`config.mk`:
```
export PLATFORM = sky130hd
export DESIGN_NAME = flash_led_strobe_controller_unit_flat
export DESIGN_NICKNAME = d
export VERILOG_FILES = /design/src/rtl/flsc_pkg.sv /design/src/rtl/flsc_in_if.sv /design/src/rtl/flsc_out_if.sv /design/src/rtl/flsc_in_stage.sv /design/src/rtl/flsc_core.sv /design/src/rtl/flsc_out_stage.sv /design/src/rtl/flash_led_strobe_controller_unit.sv /design/src/flat_wrapper.sv
export SDC_FILE = /design/constraint.sdc
export NUM_CORES = 1
export LEC_CHECK = 0
export ABC_AREA = 0
export BUFFER_PORTS_ARGS = -buffer_cell sky130_fd_sc_hd__clkbuf_2
export CAP_MARGIN = 10
export CELL_PAD_IN_SITES_DETAIL_PLACEMENT = 0
export CELL_PAD_IN_SITES_GLOBAL_PLACEMENT = 1
export CORE_MARGIN = 4
export CORE_UTILIZATION = 46
export DETAILED_ROUTE_END_ITERATION = 6
export PLACE_DENSITY = 0.89
export SYNTH_ARGS = -nofsm -noshare
export SYNTH_HDL_FRONTEND = slang
export SYNTH_SLANG_ARGS = --single-unit
```
`constraint.sdc`:
```
create_clock -name i_clk -period 5.3 [get_ports i_clk]
set_input_delay 0.795 -clock i_clk [delete_from_list [all_inputs] [get_ports i_clk]]
set_output_delay 0.795 -clock i_clk [all_outputs]
set_load 0.1 [all_outputs]
```
`src/rtl/flsc_pkg.sv`:
```
// Shared types, codes, constants and helpers of the flash LED strobe controller.
package flsc_pkg;

    // Burst timing.
    localparam logic [8:0]  PERIOD_TICKS  = 9'd200;   // ticks per burst period
    localparam logic [11:0] BURST_PERIODS = 12'd2500; // 500 * 1000 / 200 periods
    localparam logic [3:0]  DUTY_MAX      = 4'd6;

    // High time per period is (HIGH_BASE + HIGH_STEP * duty) * HIGH_SCALE ticks.
    localparam logic [8:0]  HIGH_BASE     = 9'd40;
    localparam logic [8:0]  HIGH_STEP     = 9'd10;
    localparam logic [8:0]  HIGH_SCALE    = 9'd2;

    localparam logic [31:0] DELAY_RESET   = 32'd1000;
    localparam logic [3:0]  DUTY_UNSET    = 4'hF;     // -1 in four bits

    typedef enum logic [2:0] {
        KIND_TICK  = 3'd0,
        KIND_DUTY  = 3'd1,
        KIND_DELAY = 3'd2,
        KIND_ON    = 3'd3,
        KIND_OFF   = 3'd4
    } t_kind;

    typedef enum logic [1:0] {
        MODE_OFF   = 2'd0,
        MODE_TORCH = 2'd1,
        MODE_FLASH = 2'd2
    } t_led_mode;

    typedef struct packed {
        t_kind       kind;
        logic [31:0] value;
    } t_item;

    typedef struct packed {
        logic        flash_pin;
        logic        torch_pin;
        t_led_mode   led_mode;
        logic [3:0]  duty_readback;
        logic [31:0] delay_readback;
        logic        burst_running;
    } t_result;

    // High time of a burst period for a non-negative duty, limited to one period.
    function automatic logic [7:0] f_high_ticks(input logic [2:0] duty,
                                                input logic [8:0] limit);
        logic [8:0] h;
        h = (HIGH_BASE + HIGH_STEP * {6'd0, duty}) * HIGH_SCALE;
        if (h > limit) begin
            h = limit;
        end
        return h[7:0];
    endfunction

endpackage

```
`src/rtl/flsc_in_if.sv`:
```
// Command and tick channel: valid/ready handshake with kind and value payload.
interface flsc_in_if;
    logic        valid;
    logic        ready;
    logic [2:0]  kind;
    logic [31:0] value;

    modport source (output valid, output kind, output value, input ready);
    modport sink   (input valid, input kind, input value, output ready);
endinterface

```
`src/rtl/flsc_out_if.sv`:
```
// Status channel: valid/ready handshake with pin, mode, duty, delay and burst payload.
interface flsc_out_if;
    logic              valid;
    logic              ready;
    logic              flash_pin;
    logic              torch_pin;
    logic [1:0]        led_mode;
    logic signed [3:0] duty_readback;
    logic [31:0]       delay_readback;
    logic              burst_running;

    modport source (output valid, output flash_pin, output torch_pin, output led_mode,
                    output duty_readback, output delay_readback, output burst_running,
                    input ready);
    modport sink   (input valid, input flash_pin, input torch_pin, input led_mode,
                    input duty_readback, input delay_readback, input burst_running,
                    output ready);
endinterface

```
`src/rtl/flsc_in_stage.sv`:
```
// Input register: captures one command beat and holds it until the core takes it.
module flsc_in_stage (
    input  logic           i_clk,
    input  logic           i_rst_n,
    flsc_in_if.sink        i_in,
    input  logic           i_advance,
    output logic           o_valid,
    output flsc_pkg::t_item o_item
);
    import flsc_pkg::*;

    logic  r_valid;
    t_item r_item;
    logic  load;

    assign i_in.ready = !r_valid || i_advance;
    assign load       = i_in.valid && i_in.ready;

    always_ff @(posedge i_clk) begin
        if (!i_rst_n) begin
            r_valid <= 1'b0;
        end else if (load) begin
            r_valid <= 1'b1;
        end else if (i_advance) begin
            r_valid <= 1'b0;
        end
    end

    always_ff @(posedge i_clk) begin
        if (load) begin
            r_item.kind  <= t_kind'(i_in.kind);
            r_item.value <= i_in.value;
        end
    end

    assign o_valid = r_valid;
    assign o_item  = r_item;
endmodule

```
`src/rtl/flsc_core.sv`:
```
// Controller state and its single-pass update for one command or tick.
module flsc_core #(
    parameter logic [8:0]  PERIOD_TICKS  = flsc_pkg::PERIOD_TICKS,
    parameter logic [11:0] BURST_PERIODS = flsc_pkg::BURST_PERIODS,
    parameter logic [3:0]  DUTY_MAX      = flsc_pkg::DUTY_MAX
) (
    input  logic              i_clk,
    input  logic              i_rst_n,
    input  logic              i_fire,
    input  flsc_pkg::t_item   i_item,
    output flsc_pkg::t_result o_result
);
    import flsc_pkg::*;

    t_led_mode   r_mode,  n_mode;
    logic [3:0]  r_duty,  n_duty;
    logic [31:0] r_delay, n_delay;
    logic [31:0] r_rem,   n_rem;
    logic        r_armed, n_armed;
    logic [11:0] r_count, n_count;
    logic [7:0]  r_phase, n_phase;
    logic        r_burst, n_burst;
    logic        r_flash, n_flash;
    logic        r_torch, n_torch;
    logic [7:0]  r_high,  n_high;

    logic [8:0]  phase_inc;
    logic [11:0] count_inc;
    logic [2:0]  duty_pos;

    assign phase_inc = {1'b0, r_phase} + 9'd1;
    assign count_inc = r_count + 12'd1;
    // Unset duty counts as zero.
    assign duty_pos  = r_duty[3] ? 3'd0 : r_duty[2:0];

    always_comb begin
        n_mode  = r_mode;
        n_duty  = r_duty;
        n_delay = r_delay;
        n_rem   = r_rem;
        n_armed = r_armed;
        n_count = r_count;
        n_phase = r_phase;
        n_burst = r_burst;
        n_flash = r_flash;
        n_torch = r_torch;
        n_high  = r_high;
        if (i_fire) begin
            case (i_item.kind)
                KIND_TICK: begin
                    if (r_burst) begin
                        if (phase_inc >= PERIOD_TICKS) begin
                            n_phase = 8'd0;
                            n_count = count_inc;
                        end else begin
                            n_phase = phase_inc[7:0];
                        end
                        if (n_count >= BURST_PERIODS) begin
                            n_burst = 1'b0;
                            n_count = 12'd0;
                            n_phase = 8'd0;
                            n_flash = 1'b0;
                        end else begin
                            n_flash = n_phase < r_high;
                        end
                    end
                    if (r_armed) begin
                        if (r_rem <= 32'd1) begin
                            n_armed = 1'b0;
                            n_rem   = 32'd0;
                            if (r_mode == MODE_FLASH) begin
                                // Restart the burst and latch its high time.
                                n_high  = f_high_ticks(duty_pos, PERIOD_TICKS);
                                n_burst = 1'b1;
                                n_count = 12'd0;
                                n_phase = 8'd0;
                                n_flash = n_high != 8'd0;
                            end else if (r_mode == MODE_TORCH) begin
                                n_torch = 1'b1;
                            end
                        end else begin
                            n_rem = r_rem - 32'd1;
                        end
                    end
                end
                KIND_DUTY: begin
                    n_duty = (i_item.value > {28'd0, DUTY_MAX}) ? DUTY_MAX
                                                                : i_item.value[3:0];
                end
                KIND_DELAY: begin
                    n_delay = i_item.value;
                end
                KIND_ON: begin
                    n_mode = (!r_duty[3] && r_duty != 4'd0) ? MODE_FLASH : MODE_TORCH;
                    if (n_mode != MODE_FLASH && r_burst) begin
                        n_burst = 1'b0;
                        n_count = 12'd0;
                        n_phase = 8'd0;
                        n_flash = 1'b0;
                    end
                    n_rem   = r_delay;
                    n_armed = 1'b1;
                end
                KIND_OFF: begin
                    if (r_mode != MODE_OFF) begin
                        n_mode  = MODE_OFF;
                        n_duty  = DUTY_UNSET;
                        n_delay = 32'd0;
                        n_rem   = 32'd0;
                        n_armed = 1'b0;
                        n_burst = 1'b0;
                        n_count = 12'd0;
                        n_phase = 8'd0;
                        n_flash = 1'b0;
                        n_torch = 1'b0;
                    end
                end
                default: begin
                end
            endcase
        end
    end

    always_ff @(posedge i_clk) begin
        if (!i_rst_n) begin
            r_mode  <= MODE_OFF;
            r_duty  <= DUTY_UNSET;
            r_delay <= DELAY_RESET;
            r_rem   <= 32'd0;
            r_armed <= 1'b0;
            r_count <= 12'd0;
            r_phase <= 8'd0;
            r_burst <= 1'b0;
            r_flash <= 1'b0;
            r_torch <= 1'b0;
            r_high  <= 8'd0;
        end else begin
            r_mode  <= n_mode;
            r_duty  <= n_duty;
            r_delay <= n_delay;
            r_rem   <= n_rem;
            r_armed <= n_armed;
            r_count <= n_count;
            r_phase <= n_phase;
            r_burst <= n_burst;
            r_flash <= n_flash;
            r_torch <= n_torch;
            r_high  <= n_high;
        end
    end

    // Report the state after the update.
    always_comb begin
        o_result.flash_pin      = n_flash;
        o_result.torch_pin      = n_torch;
        o_result.led_mode       = n_mode;
        o_result.duty_readback  = n_duty;
        o_result.delay_readback = n_delay;
        o_result.burst_running  = n_burst;
    end
endmodule

```
`src/rtl/flsc_out_stage.sv`:
```
// Result register: holds one status beat until the sink takes it.
module flsc_out_stage (
    input  logic              i_clk,
    input  logic              i_rst_n,
    input  logic              i_load,
    input  flsc_pkg::t_result i_result,
    output logic              o_can_load,
    flsc_out_if.source        o_out
);
    import flsc_pkg::*;

    logic    r_valid;
    t_result r_result;

    assign o_can_load = !r_valid || o_out.ready;

    always_ff @(posedge i_clk) begin
        if (!i_rst_n) begin
            r_valid <= 1'b0;
        end else if (i_load) begin
            r_valid <= 1'b1;
        end else if (o_out.ready) begin
            r_valid <= 1'b0;
        end
    end

    always_ff @(posedge i_clk) begin
        if (i_load) begin
            r_result <= i_result;
        end
    end

    assign o_out.valid          = r_valid;
    assign o_out.flash_pin      = r_result.flash_pin;
    assign o_out.torch_pin      = r_result.torch_pin;
    assign o_out.led_mode       = 2'(r_result.led_mode);
    assign o_out.duty_readback  = $signed(r_result.duty_readback);
    assign o_out.delay_readback = r_result.delay_readback;
    assign o_out.burst_running  = r_result.burst_running;
endmodule

```
`src/rtl/flash_led_strobe_controller_unit.sv`:
```
// Top level of the flash LED strobe controller: input register, core, result register.
//
//  channel | dir | payload                                               | handshake
//  --------+-----+-------------------------------------------------------+-------------
//  i_in    | in  | kind[2:0], value[31:0]                                | valid/ready
//  o_out   | out | flash_pin, torch_pin, led_mode[1:0], duty_readback[3:0],
//          |     | delay_readback[31:0], burst_running                   | valid/ready
//
//  Each beat passes from acceptance through the input register, then through the core
//  update into the result register. A new beat is accepted every cycle unless o_out
//  stalls; the core state update is the single loop.
//  Reset (i_rst_n low at a clock edge) sets mode off, duty unset, delay 1000, no burst.
//  A stalled o_out holds its beat; the input register then holds one more, and
//  i_in.ready drops only when both are full.
module flash_led_strobe_controller_unit #(
    parameter logic [8:0]  PERIOD_TICKS  = flsc_pkg::PERIOD_TICKS,
    parameter logic [11:0] BURST_PERIODS = flsc_pkg::BURST_PERIODS,
    parameter logic [3:0]  DUTY_MAX      = flsc_pkg::DUTY_MAX
) (
    input  logic       i_clk,
    input  logic       i_rst_n,
    flsc_in_if.sink    i_in,
    flsc_out_if.source o_out
);
    import flsc_pkg::*;

    logic    item_valid;
    t_item   item;
    t_result result;
    logic    can_load;
    logic    advance;

    // Advance the held beat through the core when the result register has room.
    assign advance = item_valid && can_load;

    flsc_in_stage u_in_stage (
        .i_clk     (i_clk),
        .i_rst_n   (i_rst_n),
        .i_in      (i_in),
        .i_advance (advance),
        .o_valid   (item_valid),
        .o_item    (item)
    );

    // Update state only for the beat that advances; report the new state.
    flsc_core #(
        .PERIOD_TICKS  (PERIOD_TICKS),
        .BURST_PERIODS (BURST_PERIODS),
        .DUTY_MAX      (DUTY_MAX)
    ) u_core (
        .i_clk    (i_clk),
        .i_rst_n  (i_rst_n),
        .i_fire   (advance),
        .i_item   (item),
        .o_result (result)
    );

    flsc_out_stage u_out_stage (
        .i_clk      (i_clk),
        .i_rst_n    (i_rst_n),
        .i_load     (advance),
        .i_result   (result),
        .o_can_load (can_load),
        .o_out      (o_out)
    );

    // A burst only runs in flash mode.
    a_burst_in_flash: assert property (@(posedge i_clk) disable iff (!i_rst_n)
        o_out.valid && o_out.burst_running |-> o_out.led_mode == MODE_FLASH)
        else $error("burst reported outside flash mode");

    // The flash pin pulses only inside a burst.
    a_flash_in_burst: assert property (@(posedge i_clk) disable iff (!i_rst_n)
        o_out.valid && o_out.flash_pin |-> o_out.burst_running)
        else $error("flash pin high without a burst");

    // Duty reads back as unset or a clamped level.
    a_duty_range: assert property (@(posedge i_clk) disable iff (!i_rst_n)
        o_out.valid |-> (o_out.duty_readback == DUTY_UNSET ||
                         (!o_out.duty_readback[3] && o_out.duty_readback <= DUTY_MAX)))
        else $error("duty readback out of range");

    // An advancing beat always leaves a status beat behind.
    a_advance_loads: assert property (@(posedge i_clk) disable iff (!i_rst_n)
        advance |=> o_out.valid)
        else $error("advanced beat produced no status beat");
endmodule
```
`src/flat_wrapper.sv`:
```
// flat-port wrapper written by rule: the top's interface ports become plain ports
module flash_led_strobe_controller_unit_flat import flsc_pkg::*;
#(
    parameter logic [8:0]  PERIOD_TICKS  = flsc_pkg::PERIOD_TICKS,
    parameter logic [11:0] BURST_PERIODS = flsc_pkg::BURST_PERIODS,
    parameter logic [3:0]  DUTY_MAX      = flsc_pkg::DUTY_MAX
)
  (i_clk, i_rst_n, i_in_valid, i_in_kind, i_in_value, i_in_ready, o_out_valid, o_out_flash_pin, o_out_torch_pin, o_out_led_mode, o_out_duty_readback, o_out_delay_readback, o_out_burst_running, o_out_ready);
  flsc_in_if i_in_i ();
  flsc_out_if o_out_i ();
  input  logic i_clk;
  input  logic i_rst_n;
  input wire logic [$bits(i_in_i.valid)-1:0] i_in_valid;
  input wire logic [$bits(i_in_i.kind)-1:0] i_in_kind;
  input wire logic [$bits(i_in_i.value)-1:0] i_in_value;
  output wire logic [$bits(i_in_i.ready)-1:0] i_in_ready;
  output wire logic [$bits(o_out_i.valid)-1:0] o_out_valid;
  output wire logic [$bits(o_out_i.flash_pin)-1:0] o_out_flash_pin;
  output wire logic [$bits(o_out_i.torch_pin)-1:0] o_out_torch_pin;
  output wire logic [$bits(o_out_i.led_mode)-1:0] o_out_led_mode;
  output wire logic [$bits(o_out_i.duty_readback)-1:0] o_out_duty_readback;
  output wire logic [$bits(o_out_i.delay_readback)-1:0] o_out_delay_readback;
  output wire logic [$bits(o_out_i.burst_running)-1:0] o_out_burst_running;
  input wire logic [$bits(o_out_i.ready)-1:0] o_out_ready;
  assign i_in_i.valid = i_in_valid;
  assign i_in_i.kind = i_in_kind;
  assign i_in_i.value = i_in_value;
  assign i_in_ready = i_in_i.ready;
  assign o_out_valid = o_out_i.valid;
  assign o_out_flash_pin = o_out_i.flash_pin;
  assign o_out_torch_pin = o_out_i.torch_pin;
  assign o_out_led_mode = o_out_i.led_mode;
  assign o_out_duty_readback = o_out_i.duty_readback;
  assign o_out_delay_readback = o_out_i.delay_readback;
  assign o_out_burst_running = o_out_i.burst_running;
  assign o_out_i.ready = o_out_ready;
  flash_led_strobe_controller_unit #(.PERIOD_TICKS(PERIOD_TICKS), .BURST_PERIODS(BURST_PERIODS), .DUTY_MAX(DUTY_MAX)) u_core (.i_clk(i_clk), .i_rst_n(i_rst_n), .i_in(i_in_i), .o_out(o_out_i));
endmodule
```
==> metrics.txt <==
sequential-to-total area share from yosys stat=53.0%; Residual DRC=0; Post-CTS Repair Setup Buffers=0; Main synth FF type=dfxtp_1; Setup WS post-layout=1640 ps; n_diodes=0; commonest cells after routing, fill and taps aside=nor2_1 (103), dfxtp_1 (102), clkbuf_2 (81); worst hold slack=482 ps; count of final hold-check violations=0; CTS H-tree depth=4; placed insts=1,105; total track usage=20.0%; Slew Limit Headroom=27.1%; final WL=19,300 µm; first-pass GRT wire length=32,300 µm; final RePlAce weighted congestion=0.805; Unique masters post-synth=61; Final setup viols=0; Tightest Hold Check Type=reg -> reg; IO Pins=82; Critical Path Max Stage Delay=450 ps; Final Max Tran Viols=0; drt initial violations=456; crit path cell chain=ha_1 -> and4_1 -> a21oi_1 -> nor2_2 -> o21a_1 -> nand3_1 -> a22o_1 -> a21oi_4 -> and4b_1 -> and3_1 -> a221o_1; internal power=2.27 mW; kind of critical path=reg -> reg; clock root cell=clkbuf_16; Clock Latency Late Sink=430 ps; Final Core Density=53.7%; Critical Path AT=3980 ps; grt ovf=0; Die X=141 µm; IO buf count=81; most common cell after layout, fill and taps aside=nor2_1; post-synth top area share=28.0%; die area=19,900 µm²; post-route ant nets=0; DP Wirelength=12,700 µm; crit-path leading delay family=simple AND/OR/NAND/NOR gates; Max Cap Viol=0; detailed-route via count=6,501; Max Clock Skew=10.8 ps; minimum clock period=3660 ps; slowest CP cell=ha_1; post-synthesis cell area=8160 µm²; TritonRoute pass-1 iters=6; Vias/cell=5.72; initial antenna violation count=0; CTS Buf Count=17; Flop pwr share=47.1%; synthesis-to-layout area growth=14.2%; fin nets=952; # hold bufs at CTS=0; vias in the first global route=6,283; drt wl/cell=17.0 µm; Lkg Pwr=3.43 nW; crit-path max FO=15; Clock power frac=39.2%; P per Cell Area=342 nW/µm²; fmax=273 MHz; Chip Height=141 µm; Rows=48; maximum VDD drop=0.000250 V; post-route cell area=9320 µm²; #FFs+latches synth=178; clock-pin slew on the worst setup and hold paths=70 ps; synthesis warning total=0; Syn Inst Count=840; Sw Pwr=0.919 mW; Buffers & Inverters on Critical Path=0; CTS max path bufs=2; Placeable Area=17,400 µm²; Comb power frac=13.8%; cts repair resizes=0; Post-synth EDFFs=76; worst slew pin tran=1090 ps; CP Launch Type=register; Final Cycle Share=69.0%; Initial Utilization=47.0%; Synth Area per Inst=9.72 µm²; share of cells above drive strength 1=16.2%; status=completed; WP data required=5620 ps; Async S/R FF share, synth=0%; Synthesized Nets=893; pin count of the biggest net entering global routing=58; sw frac=28.8%; largest area contributor in the synthesized netlist=edfxtp_1; DP Worst Slack=1550 ps; Crit. End Element=register; fillers=1,564; RSZ-0062 raised after global routing=false; DP Area=8730 µm²; top post-synthesis cells by area=edfxtp_1 (28%), dfxtp_1 (25%), nor2_1 (4.8%); r2r setup slk=1640 ps; setup TNS=0 ps; fin cells=1,137; CTS tree=done; Tot Pwr=3.19 mW; clock sinks=178
[final timing paths]
check | from | endpoint | depth (start not counted)
worst max-delay path | u_core.u_core.r_phase[0]$_SDFFE_PN0P_ | u_core.u_core.r_count[11]$_SDFFE_PN0P_ | 11
worst min-delay path | u_core.u_core.r_rem[13]$_SDFFE_PN0P_ | u_core.u_core.r_rem[13]$_SDFFE_PN0P_ | 2
worst max register to register | u_core.u_core.r_phase[0]$_SDFFE_PN0P_ | u_core.u_core.r_count[11]$_SDFFE_PN0P_ | 11
worst min register to register | u_core.u_core.r_rem[13]$_SDFFE_PN0P_ | u_core.u_core.r_rem[13]$_SDFFE_PN0P_ | 2
[registers in the layout, indices dropped and copies added (netlist names), 2 cells and up]
name	count
u_core.u_core.r_duty	4
u_core.u_out_stage.o_out.delay_readback	32
u_core.u_in_stage.o_item	35
u_core.u_core.r_delay	32
u_core.u_core.r_phase	8
u_core.u_out_stage.o_out.led_mode	2
u_core.u_out_stage.o_out.duty_readback	4
u_core.u_core.r_mode	2
u_core.u_core.r_rem	32
u_core.u_core.r_high	6
u_core.u_core.r_count	12
[cell usage after synthesis, types with 12 or more instances]
| library cell | instances |
|---|---|
| nor2_1 | 104 |
| dfxtp_1 | 102 |
| edfxtp_1 | 76 |
| a21oi_1 | 66 |
| nand2_1 | 56 |
| o21ai_0 | 45 |
| clkbuf_1 | 40 |
| a22o_1 | 36 |
| and2_1 | 36 |
| nor3_1 | 35 |
| nand3_1 | 26 |
| nor4_1 | 18 |
| inv_1 | 17 |
| ha_1 | 14 |
| a211oi_1 | 12 |
[power groups by stage]
| stage | combinational, mW | clock [mW] | sequential, mW |
|---|---|---|---|
| floorplan | 0.246 | 0 | 1.61 |
| global placement | 0.435 | 0 | 1.53 |
| detailed placement | 0.437 | 0 | 1.53 |
| CTS | 0.439 | 1.27 | 1.50 |
| global route | 0.487 | 1.33 | 1.51 |
| finish | 0.439 | 1.25 | 1.50 |
[per-layer routing]
metal  part of all wire (%)  GRT usage (%)
met2                     50           34.2
met1                     45           26.2
met5                      0              0
met4                    1.4           5.56
met3                    4.1           3.22
[logic make-up after synthesis]
group                      synth area share (%)
adders and majority gates                  2.15
xor gates and xnor gates                   1.72
buffers and inverters                      3.36
AOI/OAI and AO/OA                          18.2
muxes                                     0.491
DFF                                        53.0
and+or+nand+nor                            21.1
[tightest hold or removal path: stages (launching register included)]
cell	delay, ps
dfxtp_1	300
o21ai_0	70
a21oi_1	60
[area by class of cell]
type                    count  area, µm²  share of cell area, %
clock buffers              17        425                   4.56
inverters                  17       63.8                  0.685
clock inverters            15        166                   1.79
well taps                 225        282                   3.02
multi-input cells         596       3590                   38.6
repair buffers             89        465                   4.99
flip-flops and latches    178       4320                   46.4
Power figures use the tool's default switching activity.
